$ cat src/rtl/core/kmst_pkg.sv
// ----------------------------------------------------------------------------
// kmst_pkg
// Shared types and constants for the minimum spanning tree block.
// ----------------------------------------------------------------------------
package kmst_pkg;

   localparam int NODE_W  = 7;
   localparam int COST_W  = 16;
   localparam int TOTAL_W = 22;
   localparam logic [NODE_W-1:0] NODE_COUNT_RST = 7'd64;

   // controller states
   typedef enum logic [3:0] {
      ST_IDLE,
      ST_CLEAR,
      ST_PASS,
      ST_SCAN,
      ST_SCAN_END,
      ST_DECIDE,
      ST_FIND_A_RD,
      ST_FIND_A_CHK,
      ST_FIND_B_RD,
      ST_FIND_B_CHK,
      ST_RANK_U,
      ST_RANK_V,
      ST_JOIN,
      ST_EMIT,
      ST_FINAL
   } state_type;

   // controller to datapath
   typedef struct packed {
      logic load;
      logic run_start;
      logic clr_step;
      logic pass_start;
      logic scan_rd;
      logic take_best;
      logic find_step;
      logic find_a_done;
      logic find_b_done;
      logic rank_u;
      logic rank_v;
      logic join_roots;
      logic emit;
      logic final_out;
   } cmd_type;

   // datapath to controller
   typedef struct packed {
      logic load_last;
      logic clr_done;
      logic scan_done;
      logic empty;
      logic sel_done;
      logic have_best;
      logic par_root;
      logic same_root;
      logic emit_ok;
      logic out_free;
   } status_type;

endpackage

$ cat src/rtl/core/kmst_ctrl.sv
// ----------------------------------------------------------------------------
// kmst_ctrl
// Sequencer for load, union-find clear, selection scans, find, join, emit.
// ----------------------------------------------------------------------------
module kmst_ctrl (
   input  logic                 clock,
   input  logic                 reset,
   input  kmst_pkg::status_type st,
   output kmst_pkg::cmd_type    cmd
);
   import kmst_pkg::*;

   state_type state_ff, state_in;

   always_ff @(posedge clock) begin
      if (reset) begin
         state_ff <= ST_IDLE;
      end else begin
         state_ff <= state_in;
      end
   end

   // next state
   always_comb begin
      state_in = state_ff;
      unique case (state_ff)
         ST_IDLE:       if (st.load_last) state_in = ST_CLEAR;
         ST_CLEAR:      if (st.clr_done) state_in = ST_PASS;
         ST_PASS:       state_in = (st.empty || st.sel_done) ? ST_FINAL : ST_SCAN;
         ST_SCAN:       if (st.scan_done) state_in = ST_SCAN_END;
         ST_SCAN_END:   state_in = ST_DECIDE;
         ST_DECIDE:     state_in = st.have_best ? ST_FIND_A_RD : ST_FINAL;
         ST_FIND_A_RD:  state_in = ST_FIND_A_CHK;
         ST_FIND_A_CHK: state_in = st.par_root ? ST_FIND_B_RD : ST_FIND_A_RD;
         ST_FIND_B_RD:  state_in = ST_FIND_B_CHK;
         ST_FIND_B_CHK: begin
            if (!st.par_root) begin
               state_in = ST_FIND_B_RD;
            end else begin
               state_in = st.same_root ? ST_PASS : ST_RANK_U;
            end
         end
         ST_RANK_U:     state_in = ST_RANK_V;
         ST_RANK_V:     state_in = ST_JOIN;
         ST_JOIN:       state_in = ST_EMIT;
         ST_EMIT:       if (st.emit_ok) state_in = ST_PASS;
         ST_FINAL:      if (st.out_free) state_in = ST_IDLE;
         default:       state_in = ST_IDLE;
      endcase
   end

   // commands
   always_comb begin
      cmd = '0;
      unique case (state_ff)
         ST_IDLE: begin
            cmd.load      = 1'b1;
            cmd.run_start = st.load_last;
         end
         ST_CLEAR:      cmd.clr_step = 1'b1;
         ST_PASS:       cmd.pass_start = 1'b1;
         ST_SCAN:       cmd.scan_rd = 1'b1;
         ST_DECIDE:     cmd.take_best = st.have_best;
         ST_FIND_A_CHK: begin
            cmd.find_a_done = st.par_root;
            cmd.find_step   = !st.par_root;
         end
         ST_FIND_B_CHK: begin
            cmd.find_b_done = st.par_root;
            cmd.find_step   = !st.par_root;
         end
         ST_RANK_U:     cmd.rank_u = 1'b1;
         ST_RANK_V:     cmd.rank_v = 1'b1;
         ST_JOIN:       cmd.join_roots = 1'b1;
         ST_EMIT:       cmd.emit = st.emit_ok;
         ST_FINAL:      cmd.final_out = st.out_free;
         default:       cmd = '0;
      endcase
   end
endmodule

$ cat config.mk
export PLATFORM = sky130hd
export DESIGN_NAME = kmst_ctrl
export DESIGN_NICKNAME = d
export VERILOG_FILES = /design/src/rtl/core/kmst_pkg.sv /design/src/rtl/core/kmst_ctrl.sv
export SDC_FILE = /design/constraint.sdc
export NUM_CORES = 1
export LEC_CHECK = 0
export ABC_AREA = 1
export BUFFER_PORTS_ARGS = -buffer_cell sky130_fd_sc_hd__clkbuf_2
export CORE_AREA = 2 2 39 41
export CTS_CLUSTER_DIAMETER = 120
export DETAILED_ROUTE_END_ITERATION = 6
export DIE_AREA = 0 0 41 43
export PLACE_DENSITY = 0.67
export REMOVE_ABC_BUFFERS = 1
export SETUP_SLACK_MARGIN = 0.3
export SYNTH_ARGS = -nofsm -noshare
export SYNTH_HDL_FRONTEND = slang
export SYNTH_SLANG_ARGS = --single-unit
$ cat constraint.sdc
create_clock -name clock -period 1.48 [get_ports clock]
set_clock_uncertainty 0.2 [all_clocks]
set_input_delay 0.222 -clock clock [delete_from_list [all_inputs] [get_ports clock]]
set_output_delay 0.222 -clock clock [all_outputs]
set_load 0.005 [all_outputs]
==> results.cfg, run 1 <==
[status]
status = complete, but fails checks
violations = negative setup slack

[detailed_routing]
wl_um = 1660
avgViaCountPerCell = 4.81
dr.pass1.iters = 4
ant_nets = 0
drt_iter0_drc = 3
vias = 736
drc_errors = 0
post_drt_wl_per_cell_um = 10.9

[layout]
regMostFlops = state_ff
largest_register_ffs = 4
top_regs = state_ff: 4 flops
syn_to_final_growth_pct = 89.3
n_antenna_cell = 0
num-fill-cells = 119
fin_cells = 153
drive_gt1_share_pct = 56.9
utilization_pct = 65.4
num-nets-final = 151

[clocking]
htreeDepth = 1
clkSlewWorstSetupHoldPaths_ps = 40
cts_root_buf = clkbuf_4
cts_sinks = 4
clock_latency_ps = 230
cts_buffers = 3
cts_tree = yes
clk_path_buf_depth = 2

[floorplanning]
fp.dieArea_um2 = 1760
die_y_um = 43
die_x_um = 41
start_util_pct = 34.5
placement_rows = 14
fp.coreArea_um2 = 1380
ios = 26

[critical_path]
path_common_cell = nor2_1
slowest_stage = dfxtp_4
path_cells = inv_6 > nand2_8 > nor2_4 > nor2_1 > nor2_1 > buf_2
crit_required_ps = 1060
start_kind = register
cp.arrival_ps = 1130
endpoint_kind = primary output
crit_type = reg2out
crit_fanout = 6
max_stage_delay_ps = 380

[synth]
synth_top_area_share_pct = 18.1
ys_types = 15
yosysSeqAreaShare_pct = 16.8
synth_most_common_cell = nand2_1
synth_ff_type = dfxtp_1
avgSynthCellArea_um2 = 4.98
ys_async_sr_fraction_pct = 0
yosysTopAreaCell = nand2_1
ys_warn_count = 0
yosys-top-cells-area = nand2_1 18%, dfxtp_1 17%, inv_1 16%
synth_cells = 96
synth_edf_count = 0
syn_area_um2 = 478
ys_seq_elements = 4
synthTopCellsByCount = 23 x nand2_1, 20 x inv_1, 16 x nor2_1, 13 x nand3_1

[placed_design]
gp_congestion = 0.818
io_buffers = 25
dp_hpwl_um = 1160
preCtsSetupSlack_ps = -59.0
dpl.cell_count = 142

[global_route]
antenna_found_initial = 0
grt.total_usage_pct = 21.0
grt_pass1_vias = 656
grt_max_degree = 7
grt_pass1_wl_um = 2550
grt-ovfl-total = 0

[pwr]
p_leak_nw = 0.523
vdd_ir_drop_max_mv = 0.980
power_density_nw_per_um2 = 1800

[timing]
maxSlewViolCount = 0
rsz0062_at_grt = yes
max_freq_mhz = 643
relSlewSlack_pct = 83.4
worstMarginPinSlew_ps = 248
hold_ws_ps = 178
finalCritPeriodShare_pct = 105
finalSetupViolations = 7
hold_viol = 0
min_period_ps = 1560
worst_slack_ps = -75.4

[worst_hold_path]
min_path_type = in2reg

[flow_run]
max_cap_violations = 0
cells in the final DEF (no fill, tap or decap), types with 2 or more instances in the layout:
| cell type | n |
|---|---|
| clkbuf_2 | 18 |
| nand2_1 | 14 |
| nand2_4 | 5 |
| nor2_1 | 9 |
| clkbuf_4 | 3 |
| nor3_2 | 2 |
| buf_6 | 2 |
| nand3_1 | 12 |
| nand2_2 | 5 |
| inv_4 | 3 |
| buf_4 | 10 |
| buf_2 | 7 |
| nor2_2 | 4 |
| dfxtp_4 | 4 |
| a21oi_1 | 3 |
| nor3_1 | 2 |
| inv_1 | 14 |
| inv_2 | 5 |
| nor2_4 | 6 |
path summary, 6_finish.rpt:
check	to	from	cells after the start	slack, ps
min	state_ff[0]	st[6]	6	180
max reg2reg	state_ff[3]	state_ff[0]	8	10
min reg2reg	state_ff[0]	state_ff[0]	2	370
max	cmd[7]	state_ff[1]	6	-80
per-layer routing:
layer | part of all wire, % | global-route usage, % | vias to the layer above
met4 | 1.3 | 6.00 | 0
met2 | 53 | 35.3 | 15
li1 | - | - | 380
met3 | 2.8 | 6.28 | 4
met5 | 0 | 0 | -
met1 | 42 | 24.1 | 337
area by class of cell:
| type | count | area, µm² | share of cell area (%) |
|---|---|---|---|
| clock buffers | 3 | 22.5 | 2.49 |
| inverters | 23 | 98.8 | 10.9 |
| multi-input cells | 69 | 435 | 48.1 |
| flip-flops and latches | 4 | 95.1 | 10.5 |
| well taps | 16 | 20.0 | 2.21 |
| repair buffers | 38 | 233 | 25.7 |
power breakdown:
group          total [mW]  switching (mW)  internal, mW
clock               0.128          0.0379        0.0903
sequential          0.341           0.159         0.183
combinational        1.15           0.637         0.518
logic make-up after synthesis:
| family | Yosys count | synth area share (%) |
|---|---|---|
| AND/OR/NAND/NOR | 62 | 56.5 |
| buffers and inverters | 23 | 18.1 |
| AO/OA/AOI/OAI | 7 | 8.64 |
| flip-flops | 4 | 16.8 |
what timing repair did:
| action | in CTS | in global routing |
|---|---|---|
| setup buffers | 3 | 4 |
| pin swaps | 4 | 9 |
| endpoints found under the setup margin | 18 | 18 |
| endpoints found under the hold margin | 3 | 0 |
| hold buffers | 1 | 0 |
| cloned | 0 | 0 |
| gates resized for setup | 26 | 34 |
stage by stage:
| step | setup TNS [ps] | instance area [µm²] | power (mW) |
|---|---|---|---|
| floorplan | 0 | 478 | 0.701 |
| CTS | -415 | 786 | 1.29 |
| finish | -218 | 905 | 1.62 |
| detailed placement | -62.3 | 661 | 0.990 |
| global placement | -15.6 | 661 | 0.979 |
| global route | -1260 | 905 | 1.77 |
worst max-delay path, delay by kind of cell, from the launching register on:
kind / cells / cell delay, ps
and+or+nand+nor: 4 / 310
buffers and inverters: 2 / 220
DFF: 1 / 380
Power figures use the tool's default switching activity.
==> run 2, diff against run 1 <==
- CTS_BUF_LIST: default -> sky130_fd_sc_hd__clkbuf_8
==> run 2 against run 1 <==
  * The run still ends with negative setup slack left
  * Total power shrank 2.7%
  * Via count shrank 4.5%
  * Worst setup slack gained 26 ps
  * Die area is the same
  * First-iteration DRC count grew to 5.3 times the previous value
  * Register-to-register slack improved by 40 ps
  * Flip-flop and latch count stayed put
  * Critical path depth is the same
  * Non-clock buffer count decreased by 5
  * Fmax increased by 1.7%
  * Design area is 7.3% lower
  * Largest cell class unchanged
==> results.cfg, run 2 (same netlist as run 1, synthesis figures left out) <==
[global_route]
grt_max_degree = 7
grt_pass1_wl_um = 2360
use_met1_pct = 24.2
grt_pass1_vias = 602
grt-ovfl-total = 0
grt_use_met3_pct = 4.71
grt.total_usage_pct = 19.4
top_usage_layer = met2
antenna_found_initial = 0
grt_util_met2_pct = 31.3

[floorplanning]
fp.coreArea_um2 = 1380
placement_rows = 14
die_y_um = 43
start_util_pct = 34.5
die_x_um = 41
ios = 26
fp.dieArea_um2 = 1760

[status]
status = complete, but fails checks
violations = negative setup slack

[critical_path]
reg2reg_from = state_ff[1]
max_stage_delay_ps = 370
crit_fanout = 6
cp-startpoint = state_ff[1]
cp.arrival_ps = 1110
path_cells = inv_4 > nand2_4 > nor2_4 > nor2_1 > nor2_1 > buf_2
crit_family = flip-flops
timing.reg2reg.setup_slack_ps = 50
crit_required_ps = 1060
path_buf_inv = 2
slowest_stage = dfxtp_4
endpoint_kind = primary output
start_kind = register
crit_type = reg2out
path_common_cell = nor2_1

[pwr]
vdd_ir_drop_max_mv = 1.22
p_leak_nw = 0.479
power_density_nw_per_um2 = 1880
power_mw = 1.58

[detailed_routing]
wl_um = 1630
post_drt_wl_per_cell_um = 11.0
dr.pass1.iters = 4
drt_iter0_drc = 16
avgViaCountPerCell = 4.75
vias = 703
drc_errors = 0
ant_nets = 0

[timing]
maxSlewViolCount = 0
worst_slack_ps = -49.4
hold_viol = 0
max_freq_mhz = 654
finalSetupViolations = 9
relSlewSlack_pct = 85.5
min_period_ps = 1530
worstMarginPinSlew_ps = 217
finalCritPeriodShare_pct = 103
rsz0062_at_grt = yes

[layout]
drive_gt1_share_pct = 53.8
regMostFlops = state_ff
final_cell_area_um2 = 838
multi_input_area_um2 = 402
final_common_cell = clkbuf_2
num-nets-final = 146
top_regs = state_ff: 4 flops
mostFrequentLayoutCells = 22 x clkbuf_2, 16 x nand2_1, 15 x inv_1
largest_register_ffs = 4
utilization_pct = 60.6
n_antenna_cell = 0
syn_to_final_growth_pct = 75.4
seq_area_um2 = 95.1
num-fill-cells = 132

[placed_design]
io_buffers = 25
gp_congestion = 0.818
dp_hpwl_um = 1160
placed_area_um2 = 661

[clocking]
cts_tree = yes
cts_buffers = 3
htreeDepth = 1
cts_sinks = 4
clkSlewWorstSetupHoldPaths_ps = 30
clock_latency_ps = 210
clk_path_buf_depth = 2
cts_root_buf = clkbuf_8

[worst_hold_path]
min_path_type = in2reg
hp-start = reset

[flow_run]
max_cap_violations = 0
==> run 2: cell count changes in the layout (fill, tap and decap cells not counted), sizes merged <==
cell         change
buf              -8
clkbuf           +4
dlygate4sd3      -1
==> run 2: stage by stage <==
| step | TNS, ps | instances | setup slack [ps] | hold WS [ps] |
|---|---|---|---|---|
| after floorplan | 0 | 96 | 159 | 84.4 |
| after global placement | -15.6 | 142 | -15.6 | 236 |
| after detailed placement | -62.3 | 142 | -59.0 | 237 |
| after CTS | -174 | 146 | -55.3 | 5.58 |
| after global routing | -803 | 148 | -97.3 | 35.5 |
| final | -157 | 148 | -49.4 | 21.2 |
==> run 2: repair_timing <==
action / CTS / global route
hold buffers: 0 / 0
resized for setup: 17 / 27
pin swaps: 3 / 4
setup buffers: 1 / 2
endpoints found under the setup margin: 18 / 18
==> run 2: power breakdown <==
part	internal [mW]	switching (mW)	total, mW
sequential	0.183	0.137	0.320
clock	0.173	0.0521	0.225
combinational	0.446	0.590	1.04
total	0.801	0.779	1.58
==> run 2: worst paths after layout <==
kind                                    end  cells past startpoint
worst max-delay path                 cmd[7]                      6
worst min-delay path            state_ff[0]                      2
worst max register to register  state_ff[2]                      9
worst min register to register  state_ff[0]                      2
==> run 2: cell type report <==
class | instances | area share [%]
Multi-Input combinational cell | 69 | 47.9
Inverter | 23 | 10.9
Timing Repair Buffer | 33 | 22.5
Clock buffer | 3 | 4.93
Sequential cell | 4 | 11.3
Tap cell | 16 | 2.39
==> run 2: worst register-to-register path, cell delays in order, from the launching register on <==
cell and delay [ps]:
dfxtp_4 390, inv_4 60, buf_4 130, buf_4 130, nand3_2 60, nand3_1 70
nor2_1 100, nand2_1 60, nand2_1 70, a21oi_2 50
==> run 2: layer usage <==
| layer | up-vias | routed length, µm |
|---|---|---|
| met5 | - | 0 |
| met4 | 0 | 29 |
| met3 | 4 | 66 |
| met2 | 19 | 844 |
| met1 | 315 | 688 |
| li1 | 365 | - |
